**config.mk**
```make
export PLATFORM = sky130hd
export DESIGN_NAME = cholc_queue
export DESIGN_NICKNAME = d
export VERILOG_FILES = /design/src/design/cholc_pkg.sv /design/src/design/cholc_queue.sv
export SDC_FILE = /design/constraint.sdc
export NUM_CORES = 1
export LEC_CHECK = 0
export BUFFER_PORTS_ARGS = -buffer_cell sky130_fd_sc_hd__clkbuf_2
export CAP_MARGIN = 10
export CORE_AREA = 2 2 51 101
export CTS_CLUSTER_SIZE = 12
export DETAILED_ROUTE_END_ITERATION = 8
export DIE_AREA = 0 0 53 103
export PLACE_DENSITY = 0.68
export SYNTH_ARGS = -nofsm -noshare
export SYNTH_HDL_FRONTEND = slang
export SYNTH_SLANG_ARGS = --single-unit
```
**constraint.sdc**
```tcl
create_clock -name clk -period 4.26 [get_ports clk]
set_input_delay 0.639 -clock clk [delete_from_list [all_inputs] [get_ports clk]]
set_output_delay 0.639 -clock clk [all_outputs]
set_load 0.01 [all_outputs]
```
**src/design/cholc_pkg.sv**
```systemverilog
// Shared constants, types and helper functions for the correlation Cholesky block.
package cholc_pkg;

  localparam int MAX_DIM     = 8;
  localparam int NUM_FREE    = MAX_DIM * (MAX_DIM - 1) / 2;
  localparam int NUM_TRI     = MAX_DIM * (MAX_DIM + 1) / 2;
  localparam int ZA_W        = $clog2(NUM_FREE);
  localparam int XA_W        = $clog2(NUM_TRI);
  localparam int IDX_W       = 3;
  localparam int DIM_W       = 4;
  localparam int CNT_W       = $clog2(NUM_FREE + 1);
  localparam int FREE_W      = 16;
  localparam int ENTRY_W     = 17;
  localparam int QUEUE_DEPTH = 2;
  localparam int QPTR_W      = 1;
  localparam int EXP_STEPS   = 16;
  localparam int DIV_STEPS   = 17;
  localparam int SQRT_STEPS  = 16;

  localparam logic [ENTRY_W-1:0] ONE_Q15 = 17'h08000;

  // one load classified by the front end
  typedef struct packed {
    logic [FREE_W-1:0] value;
    logic [ZA_W-1:0]   idx;
    logic              last;
    logic [IDX_W-1:0]  dm1;
  } q_entry_t;

  typedef enum logic [4:0] {
    ST_IDLE,
    ST_TANH,
    ST_DIV_INIT,
    ST_DIV,
    ST_STORE,
    ST_B_ENTRY,
    ST_B_RD,
    ST_B_SQ,
    ST_B_ACC,
    ST_B_SQI,
    ST_B_SQRT,
    ST_B_ZRD,
    ST_B_ZMUL,
    ST_B_WR,
    ST_E_RD,
    ST_E_LOAD,
    ST_E_HOLD
  } back_state_t;

  typedef logic [31:0] exp_tab_t [EXP_STEPS];

  // exp(-2^k/1024) in Q0.32, each entry the rounded square of the one before
  function automatic exp_tab_t gen_exp_tab();
    longint unsigned f;
    exp_tab_t        t;
    f = 64'd4290775039;
    for (int k = 0; k < EXP_STEPS; k++) begin
      t[k] = f[31:0];
      f = (f * f + 64'h8000_0000) >> 32;
    end
    return t;
  endfunction

  localparam exp_tab_t EXP_TAB = gen_exp_tab();

  // start of row i in the row-major lower triangle
  function automatic logic [XA_W-1:0] tri_base(input logic [IDX_W-1:0] i);
    logic [7:0] p;
    p = {5'b0, i} * ({5'b0, i} + 8'd1);
    return p[XA_W:1];
  endfunction

  // number of free values for dimension d
  function automatic logic [CNT_W-1:0] num_free(input logic [DIM_W-1:0] d);
    logic [7:0] p;
    p = {4'b0, d} * ({4'b0, d} - 8'd1);
    return p[CNT_W:1];
  endfunction

endpackage

```
**src/design/cholc_queue.sv**
```systemverilog
// Short queue of classified loads between the front end and the back end.
module cholc_queue import cholc_pkg::*; (
  input  logic     clk,
  input  logic     rst_n,
  input  logic     push,
  input  q_entry_t din,
  input  logic     pop,
  output q_entry_t dout,
  output logic     full,
  output logic     empty
);

  q_entry_t              slot_r [QUEUE_DEPTH];
  logic [QPTR_W-1:0]     wr_ptr_r, rd_ptr_r;
  logic [QPTR_W:0]       cnt_r;
  logic                  do_push, do_pop;

  assign full    = (cnt_r == (QPTR_W + 1)'(QUEUE_DEPTH));
  assign empty   = (cnt_r == '0);
  assign do_push = push && !full;
  assign do_pop  = pop && !empty;
  assign dout    = slot_r[rd_ptr_r];

  always_ff @(posedge clk) begin
    if (!rst_n) begin
      wr_ptr_r <= '0;
      rd_ptr_r <= '0;
      cnt_r    <= '0;
    end else begin
      if (do_push) wr_ptr_r <= wr_ptr_r + QPTR_W'(1);
      if (do_pop)  rd_ptr_r <= rd_ptr_r + QPTR_W'(1);
      case ({do_push, do_pop})
        2'b10:   cnt_r <= cnt_r + (QPTR_W + 1)'(1);
        2'b01:   cnt_r <= cnt_r - (QPTR_W + 1)'(1);
        default: cnt_r <= cnt_r;
      endcase
    end
  end

  always_ff @(posedge clk) begin
    if (do_push) slot_r[wr_ptr_r] <= din;
  end

endmodule

```
==> flow_metrics.env <==
export IMPL_cts_resized=0
export IMPL_yosysTopAreaCell="edfxtp_1"
export IMPL_critPathBufInv=1
export IMPL_dieArea_um2=5460
export IMPL_grt_max_degree=26
export IMPL_syn_nets=134
export IMPL_drc=0
export IMPL_drt_wirelength_per_cell_um=13.4
export IMPL_cp_end_kind="output pin"
export IMPL_status="finished clean"
export IMPL_htreeDepth=2
export IMPL_fin_skew_ns=0.00627
export IMPL_path_cells="mux2_2, clkbuf_2"
export IMPL_tightestPinTransition_ns=1.12
export IMPL_die_x_um=53
export IMPL_synthTopCellsByArea="edfxtp_1, mux2_2, dfxtp_1"
export IMPL_power_leakage_uw=0.000932
export IMPL_cts_sinks=55
export IMPL_ant_nets=0
export IMPL_power_density_nw_per_um2=563
export IMPL_io_pins=56
export IMPL_clk_pin_slew_worst_paths_ns=0.09
export IMPL_synth_seq_cells=55
export IMPL_p_total_uw=1380
export IMPL_num_antenna_cells=0
export IMPL_dpl_cell_count=213
export IMPL_wirelength_um=2970
export IMPL_rsz0062_at_grt="no"
export IMPL_finalSetupTns_ns=0
export IMPL_hold_buffers=0
export IMPL_root_buffer="clkbuf_8"
export IMPL_start_kind="flip-flop"
export IMPL_slowest_delay_ns=1.06
export IMPL_syn_inst=104
export IMPL_grt_pass1_wl_um=4530
export IMPL_max_freq_ghz=0.390
export IMPL_critPathTopFamily="flip-flops"
export IMPL_hold_path_class="flip-flop to flip-flop"
export IMPL_peakVddDrop_mv=0.326
export IMPL_arrival_ns=1.92
export IMPL_clk_latency_ns=0.30
export IMPL_drt_iter0_markers=35
export IMPL_yosysSeqAreaShare=0.787
export IMPL_timing_final_crit_share=0.601
export IMPL_grt_overflow_total=0
export IMPL_avgSynthCellArea_um2=19.6
export IMPL_antenna_found_initial=0
export IMPL_synth_edff_count=50
export IMPL_cts_tree="yes"
export IMPL_async_reset_ff_frac=0
export IMPL_finalNonFillerCells=221
export IMPL_final_util=0.518
export IMPL_cp_required_ns=3.62
export IMPL_drv_cap=0
export IMPL_grt_pass1_vias=1032
export IMPL_core_area_um2=4730
export IMPL_ys_types=18
export IMPL_cp_slowest_cell="dfxtp_1"
export IMPL_slew_headroom=0.250
export IMPL_viasPerCell=4.76
export IMPL_cts_buffers=5
export IMPL_start_util=0.430
export IMPL_yosys_area_top_type_share=0.738
export IMPL_syn_area_um2=2030
export IMPL_crit_fanout=25
export IMPL_synthToLayoutAreaGrowth_pct=20.4
export IMPL_slew_violations=0
export IMPL_rows=36
export IMPL_final_hold_viol_count=0
export IMPL_synth_most_common_cell="edfxtp_1"
export IMPL_synth_flop_cell="edfxtp_1"
export IMPL_synth_warnings=0
export IMPL_dp_hpwl_um=2030
export IMPL_fin_crit_ns=2.56
export IMPL_io_buffer_count=55
export IMPL_cts_setup_buffers=0
export IMPL_crit_type="flip-flop to output pin"
export IMPL_setup_viol=0
export IMPL_layout_drive_gt1_share=0.537
export IMPL_nets=193
export IMPL_synth_common_cells="edfxtp_1, mux2_2, dfxtp_1"
export IMPL_grtUsageTotal=0.117
export IMPL_drt_pass1_iterations=4
export IMPL_die_height_um=103
export IMPL_vias=1053
export IMPL_clockBufferDepth=2
export IMPL_gp_congestion=0.597
==> worst register-to-register path: cells and delay by family, from the launching register on <==
family                 cells  cell delay, ns
buffers and inverters      2            0.76
flip-flops                 1            0.42
AND/OR/NAND/NOR            2            0.50
==> state kept, by name (all words and copies together), names as in the netlist, named ones only <==
register / cells
cnt_r: 2
rd_ptr_r: 1
slot_r: 50
wr_ptr_r: 1
==> cells in the final DEF, fill, tap and decap left out <==
| master | instances |
|---|---|
| a21boi_1 | 2 |
| nor2_1 | 1 |
| and2_1 | 1 |
| clkinvlp_4 | 1 |
| inv_2 | 1 |
| nor2b_1 | 2 |
| o21a_1 | 1 |
| and3_1 | 1 |
| o21ai_0 | 2 |
| clkinv_1 | 2 |
| nand2_1 | 1 |
| ha_1 | 1 |
| clkbuf_8 | 5 |
| xnor2_1 | 3 |
| nand2b_2 | 1 |
| edfxtp_1 | 50 |
| inv_1 | 2 |
| or3_1 | 2 |
| mux2_2 | 25 |
| dfxtp_1 | 5 |
| clkbuf_2 | 55 |
==> layer usage <==
layer / track usage / vias to the layer above / wire [µm]
met5: 0 / - / 0
met4: 0.0533 / 0 / 37
met3: 0.0435 / 4 / 283
met2: 0.204 / 52 / 1490
met1: 0.122 / 486 / 1160
li1: - / 511 / -
==> power breakdown <==
group	switching [µW]	internal, µW	total, µW	leakage, µW
registers	60.6	686	746	0.000509
logic	175	195	370	0.000384
clock network	152	112	264	0.0000392
==> cell type report <==
| class | count | area [µm²] |
|---|---|---|
| Clock buffer | 5 | 68.8 |
| Clock inverter | 3 | 15.0 |
| Fill cell | 417 | 2280 |
| Inverter | 3 | 11.3 |
| Multi-Input combinational cell | 43 | 407 |
| Sequential cell | 55 | 1600 |
| Tap cell | 57 | 71.3 |
| Timing Repair Buffer | 55 | 275 |
==> cells by family (layout without fill, tap and decap cells) <==
family	count (synthesis)	after routing	share of synthesized area
flops	55	55	0.787
mux	25	25	0.138
simple gates	9	9	0.0264
buf+inv	6	66	0.0129
compound gates	5	5	0.0160
xor+xnor	3	3	0.0129
fa+ha+maj	1	1	0.00615
==> path summary, 6_finish.rpt <==
path,from,to,slack [ns],cells after the start
worst max-delay path,flip-flop,dout[13],1.70,2
worst min-delay path,wr_ptr_r,wr_ptr_r,0.52,2
worst max register to register,cnt_r[0],slot_r[0][16],2.20,4
worst min register to register,wr_ptr_r,wr_ptr_r,0.52,2
==> through the flow <==
step	setup WS (ns)	area (µm²)	hold WS, ns
floorplan	2.35	2030	0.457
detailed placement	1.95	2370	0.508
global route	1.52	2450	0.505
CTS	1.63	2450	0.512
global placement	1.97	2370	0.467
finish	1.70	2450	0.516
(Power assumes the default switching activity.)
