<file path="src/design/cholc_pkg.sv">
// Shared constants, types and helper functions for the correlation Cholesky block.
package cholc_pkg;

  localparam int MAX_DIM     = 8;
  localparam int NUM_FREE    = MAX_DIM * (MAX_DIM - 1) / 2;
  localparam int NUM_TRI     = MAX_DIM * (MAX_DIM + 1) / 2;
  localparam int ZA_W        = $clog2(NUM_FREE);
  localparam int XA_W        = $clog2(NUM_TRI);
  localparam int IDX_W       = 3;
  localparam int DIM_W       = 4;
  localparam int CNT_W       = $clog2(NUM_FREE + 1);
  localparam int FREE_W      = 16;
  localparam int ENTRY_W     = 17;
  localparam int QUEUE_DEPTH = 2;
  localparam int QPTR_W      = 1;
  localparam int EXP_STEPS   = 16;
  localparam int DIV_STEPS   = 17;
  localparam int SQRT_STEPS  = 16;

  localparam logic [ENTRY_W-1:0] ONE_Q15 = 17'h08000;

  // one load classified by the front end
  typedef struct packed {
    logic [FREE_W-1:0] value;
    logic [ZA_W-1:0]   idx;
    logic              last;
    logic [IDX_W-1:0]  dm1;
  } q_entry_t;

  typedef enum logic [4:0] {
    ST_IDLE,
    ST_TANH,
    ST_DIV_INIT,
    ST_DIV,
    ST_STORE,
    ST_B_ENTRY,
    ST_B_RD,
    ST_B_SQ,
    ST_B_ACC,
    ST_B_SQI,
    ST_B_SQRT,
    ST_B_ZRD,
    ST_B_ZMUL,
    ST_B_WR,
    ST_E_RD,
    ST_E_LOAD,
    ST_E_HOLD
  } back_state_t;

  typedef logic [31:0] exp_tab_t [EXP_STEPS];

  // exp(-2^k/1024) in Q0.32, each entry the rounded square of the one before
  function automatic exp_tab_t gen_exp_tab();
    longint unsigned f;
    exp_tab_t        t;
    f = 64'd4290775039;
    for (int k = 0; k < EXP_STEPS; k++) begin
      t[k] = f[31:0];
      f = (f * f + 64'h8000_0000) >> 32;
    end
    return t;
  endfunction

  localparam exp_tab_t EXP_TAB = gen_exp_tab();

  // start of row i in the row-major lower triangle
  function automatic logic [XA_W-1:0] tri_base(input logic [IDX_W-1:0] i);
    logic [7:0] p;
    p = {5'b0, i} * ({5'b0, i} + 8'd1);
    return p[XA_W:1];
  endfunction

  // number of free values for dimension d
  function automatic logic [CNT_W-1:0] num_free(input logic [DIM_W-1:0] d);
    logic [7:0] p;
    p = {4'b0, d} * ({4'b0, d} - 8'd1);
    return p[CNT_W:1];
  endfunction

endpackage

</file>
<file path="src/design/cholc_front.sv">
// Front end: dimension register, load counter and classification of each load.
module cholc_front import cholc_pkg::*; (
  input  logic              clk,
  input  logic              rst_n,
  input  logic              in_tvalid,
  output logic              in_tready,
  input  logic [FREE_W-1:0] in_tdata,
  input  logic              cfg_wr_en,
  input  logic [DIM_W-1:0]  cfg_wr_data,
  input  logic              q_full,
  output logic              q_push,
  output q_entry_t          q_data
);

  logic [DIM_W-1:0] dim_r, dim_nxt;
  logic [CNT_W-1:0] cnt_r, cnt_nxt;
  logic [DIM_W-1:0] d_eff;
  logic [CNT_W-1:0] nfree, idx, idx_inc;
  logic             last;

  always_comb begin
    if (dim_r < DIM_W'(2)) begin
      d_eff = DIM_W'(2);
    end else if (dim_r > DIM_W'(MAX_DIM)) begin
      d_eff = DIM_W'(MAX_DIM);
    end else begin
      d_eff = dim_r;
    end
  end

  assign nfree   = num_free(d_eff);
  assign idx     = (cnt_r >= nfree) ? '0 : cnt_r;
  assign idx_inc = idx + CNT_W'(1);
  assign last    = (idx_inc == nfree);

  assign in_tready = !q_full;
  assign q_push    = in_tvalid && !q_full;

  always_comb begin
    q_data.value = in_tdata;
    q_data.idx   = idx[ZA_W-1:0];
    q_data.last  = last;
    q_data.dm1   = IDX_W'(d_eff - DIM_W'(1));
  end

  always_comb begin
    dim_nxt = cfg_wr_en ? cfg_wr_data : dim_r;
    if (cfg_wr_en) begin
      cnt_nxt = '0;
    end else if (q_push) begin
      cnt_nxt = last ? '0 : idx_inc;
    end else begin
      cnt_nxt = cnt_r;
    end
  end

  always_ff @(posedge clk) begin
    if (!rst_n) begin
      dim_r <= DIM_W'(2);
      cnt_r <= '0;
    end else begin
      dim_r <= dim_nxt;
      cnt_r <= cnt_nxt;
    end
  end

endmodule

</file>
<file path="config.mk">
export PLATFORM = sky130hd
export DESIGN_NAME = cholc_front
export DESIGN_NICKNAME = d
export VERILOG_FILES = /design/src/design/cholc_pkg.sv /design/src/design/cholc_front.sv
export SDC_FILE = /design/constraint.sdc
export NUM_CORES = 1
export LEC_CHECK = 0
export BUFFER_PORTS_ARGS = -buffer_cell sky130_fd_sc_hd__buf_2
export CAP_MARGIN = 20
export CELL_PAD_IN_SITES_DETAIL_PLACEMENT = 0
export CELL_PAD_IN_SITES_GLOBAL_PLACEMENT = 1
export CORE_MARGIN = 4
export CORE_UTILIZATION = 35
export DETAILED_ROUTE_END_ITERATION = 10
export GPL_ROUTABILITY_DRIVEN = 0
export GPL_TIMING_DRIVEN = 1
export PLACE_DENSITY_LB_ADDON = 0.1
export SLEW_MARGIN = 10
export SYNTH_ARGS = -nofsm -noshare
export SYNTH_HDL_FRONTEND = slang
export SYNTH_SLANG_ARGS = --single-unit
export TNS_END_PERCENT = 20
</file>
<file path="constraint.sdc">
create_clock -name clk -period 9.6 [get_ports clk]
set_input_delay 1.92 -clock clk [delete_from_list [all_inputs] [get_ports clk]]
set_output_delay 1.92 -clock clk [all_outputs]
set_load 0.05 [all_outputs]
</file>
==> key figures <==
Critical path
  – Critical path's slowest cell: fa_1
  – Critical Path Most Common Cell: inv_1
  – Slowest Stage Delay on Critical Path: 0.55 ns
  – Setup Crit Path Kind: register to primary output
  – Worst Path Max Fanout: 5
  – Setup slack, reg-to-reg: 2.86 ns
  – RR Startpoint: dim_r[1]$_SDFFE_PN1P_
  – CP arrival: 7.05 ns
  – Largest delay share family, worst path: adder cells
  – R2R depth: 26
  – Worst setup EP type: primary output
  – CP required: 7.68 ns
  – Worst setup path start: dim_r[1]$_SDFFE_PN1P_
  – Buffers plus inverters on the worst setup path: 7
  – Crit start category: register
  – Reg2reg end: cnt_r[2]$_SDFFE_PP0P_

Pwr
  – Peak supply drop: 66.32 µV
  – Leak pwr: 0.6694 nW
  – P per Cell Area: 122.5 nW/µm²

Clock network
  – CTS root buf: clkbuf_8
  – CTS tree: yes
  – Clock latency on the worst-skew pair: 0.23 ns
  – H-tree levels: 1
  – PostCTS Resize Cnt: 0
  – CTS hold repair buffers: 0
  – Clk slew on worst S/H paths: 0.04 ns
  – CTS Buf Count: 3
  – Setup repair bufs after CTS: 0
  – Max Buffers Root-to-Sink: 2
  – Clock sinks: 9

Die
  – Die width: 68.89 µm
  – Die Ht: 68.89 µm
  – Area of the die: 4745 µm²
  – Num ports: 52
  – Row cnt: 21
  – Core ar.: 3468 µm²
  – Initial cell density of the core: 37.41%

Final layout
  – Layout area overhead: 5.015%
  – Layout cell share with drive strength beyond 1: 17.39%
  – Util after Layout: 39.29%
  – Commonest non-fill, non-tap cells in the layout: 19 x buf_2, 18 x ha_1, 17 x inv_1, 13 x nand2_1, 11 x and2_1
  – Ant diodes: 0
  – Commonest non-fill, non-tap cell in the layout: buf_2
  – Net count reported at finish: 210

Worst hold path
  – Hold Path Stages: 2
  – Worst Hold Class: register to register
  – Hold Startpoint: cnt_r[0]$_SDFFE_PP0P_
  – Hold Path End: cnt_r[0]$_SDFFE_PP0P_

STA
  – Clk_skew: 0.0007420 ns
  – Fmax achieved: 111.5 MHz
  – # setup viols final: 0
  – Unrepaired setup endpoints after global routing: false
  – Slew Limit Fails: 0
  – Setup TNS: 0 ns
  – Fin crit period: 8.967 ns
  – Final Hold Vio Count: 0
  – Final worst path period share: 93.40%
  – Hold Slack: 0.4809 ns

Synthesis
  – Syn_nets: 205
  – Ys flop type: dfxtp_1
  – Cells after Synth: 157
  – Synthesis warning total: 0
  – Yosys cell types: 32
  – Yosys reg bits: 9
  – Syn_area_per_cell: 8.264 µm²
  – Post-synthesis sequential area ratio: 13.89%
  – Post-Syn Area: 1297 µm²
  – Post-synth ARST share: 0%
  – Number of flops mapped to enable cells by yosys: 0

Placement
  – Buffers on Ports: 19
  – Post-DP HPWL: 2.253 mm

Status
  – Status: finished clean

Drt
  – Vias per inst: 4.792
  – Detailed Route Iter0 Violations: 21
  – # DRC: 0
  – DR vias: 992
  – Antenna Nets Post-Route: 0
  – DRT Pass-1 Iters: 4
  – Routed WL: 2.632 mm
  – Per-cell routed wire length: 12.71 µm

Global routing
  – Antenna violations before repair: 0
  – Pin count of the biggest net entering global routing: 10
  – Gr usage total: 12.45%
  – Global-route wire length before repair: 4.416 mm
  – Vias in the first global route: 951
  – Gr ovfl total: 0

Run
  – Max Cap Violations: 0
==> how the worst max path moves through the flow <==
| stage | end | slack, ns | cells after the start |
|---|---|---|---|
| global route | q_data[3] | 0.02 | 25 |
| global placement | q_data[3] | 0.81 | 26 |
| floorplan | q_data[3] | 0.86 | 24 |
| CTS | q_data[3] | 0.50 | 26 |
| detailed placement | q_data[3] | 0.77 | 26 |
| finish | q_data[3] | 0.63 | 26 |
==> cells by family after synthesis <==
| group | count (synthesis) | synth area share (%) |
|---|---|---|
| AO/OA/AOI/OAI | 24 | 11.96 |
| other | 2 | 0.5788 |
| multiplexers | 3 | 2.314 |
| AND/OR/NAND/NOR | 45 | 19.87 |
| buffers and inverters | 37 | 15.72 |
| adder cells (fa/ha/maj) | 23 | 25.07 |
| XOR/XNOR | 14 | 10.61 |
| flip-flops | 9 | 13.89 |
==> worst register-to-register path, cell delays in order (launching register included) <==
cell,delay (ns)
dfxtp_1,0.34
inv_1,0.07
a21oi_1,0.39
inv_1,0.15
ha_1,0.22
inv_1,0.07
ha_1,0.14
inv_1,0.05
fa_1,0.46
fa_1,0.52
fa_1,0.55
inv_1,0.05
fa_1,0.42
xor2_1,0.16
xnor2_1,0.25
xnor2_2,0.18
ha_1,0.31
a21oi_1,0.32
o211ai_1,0.23
inv_1,0.13
ha_1,0.30
nand3_1,0.12
xor2_1,0.17
a211oi_2,0.30
xnor2_2,0.17
nor4_4,0.41
o31ai_1,0.13
==> synthesized netlist by cell type, types with 3 or more instances <==
library cell | count | share of area [%]
a21oi_1 | 6 | 2.3
and2_1 | 11 | 5.3
buf_4 | 17 | 9.8
dfxtp_1 | 9 | 14
fa_1 | 5 | 7.7
ha_1 | 18 | 17
inv_1 | 17 | 4.9
mux2i_1 | 3 | 2.3
nand2_1 | 13 | 3.8
nand3_1 | 4 | 1.5
nor2_1 | 3 | 0.87
nor2b_1 | 7 | 3.4
o211ai_1 | 4 | 2.3
o21ai_0 | 3 | 1.2
o21ai_1 | 3 | 1.2
o31ai_1 | 4 | 2.3
xnor2_1 | 8 | 5.4
xor2_1 | 4 | 2.7
==> layer usage <==
layer | global-route usage [%] | wire length, µm
met5 | 0 | 0
met4 | 5.596 | 84
met3 | 1.459 | 116
met2 | 18.45 | 1139
met1 | 17.85 | 1293
==> sequential cells by signal, indices dropped and copies added (netlist names) <==
name   flops
cnt_r      5
dim_r      4
==> through the flow <==
step                      std cells  power (mW)  area [µm²]  setup slack [ns]
after floorplan                 157      0.1264        1297            0.8646
after global placement          203      0.1241        1318            0.8084
after detailed placement        203      0.1251        1318            0.7670
after CTS                       207      0.1704        1363            0.4992
after global routing            207      0.1815        1363           0.02025
final                           207      0.1669        1363            0.6333
==> layout make-up <==
cell class	instances	area, µm²
clock buffers	4	45.04
multi-input cells	111	913.4
repair buffers	20	102.6
inverters	17	63.81
fillers	389	2106
well taps	46	57.56
flip-flops and latches	9	180.2
==> power by group <==
| group | total, mW | switching, mW | internal [mW] | leakage, nW |
|---|---|---|---|---|
| combinational | 0.0831 | 0.0525 | 0.0305 | 0.573 |
| sequential | 0.0402 | 0.00141 | 0.0388 | 0.0735 |
| clock | 0.0436 | 0.0147 | 0.0289 | 0.0228 |
Note: power is estimated with default switching activity, not from simulation.
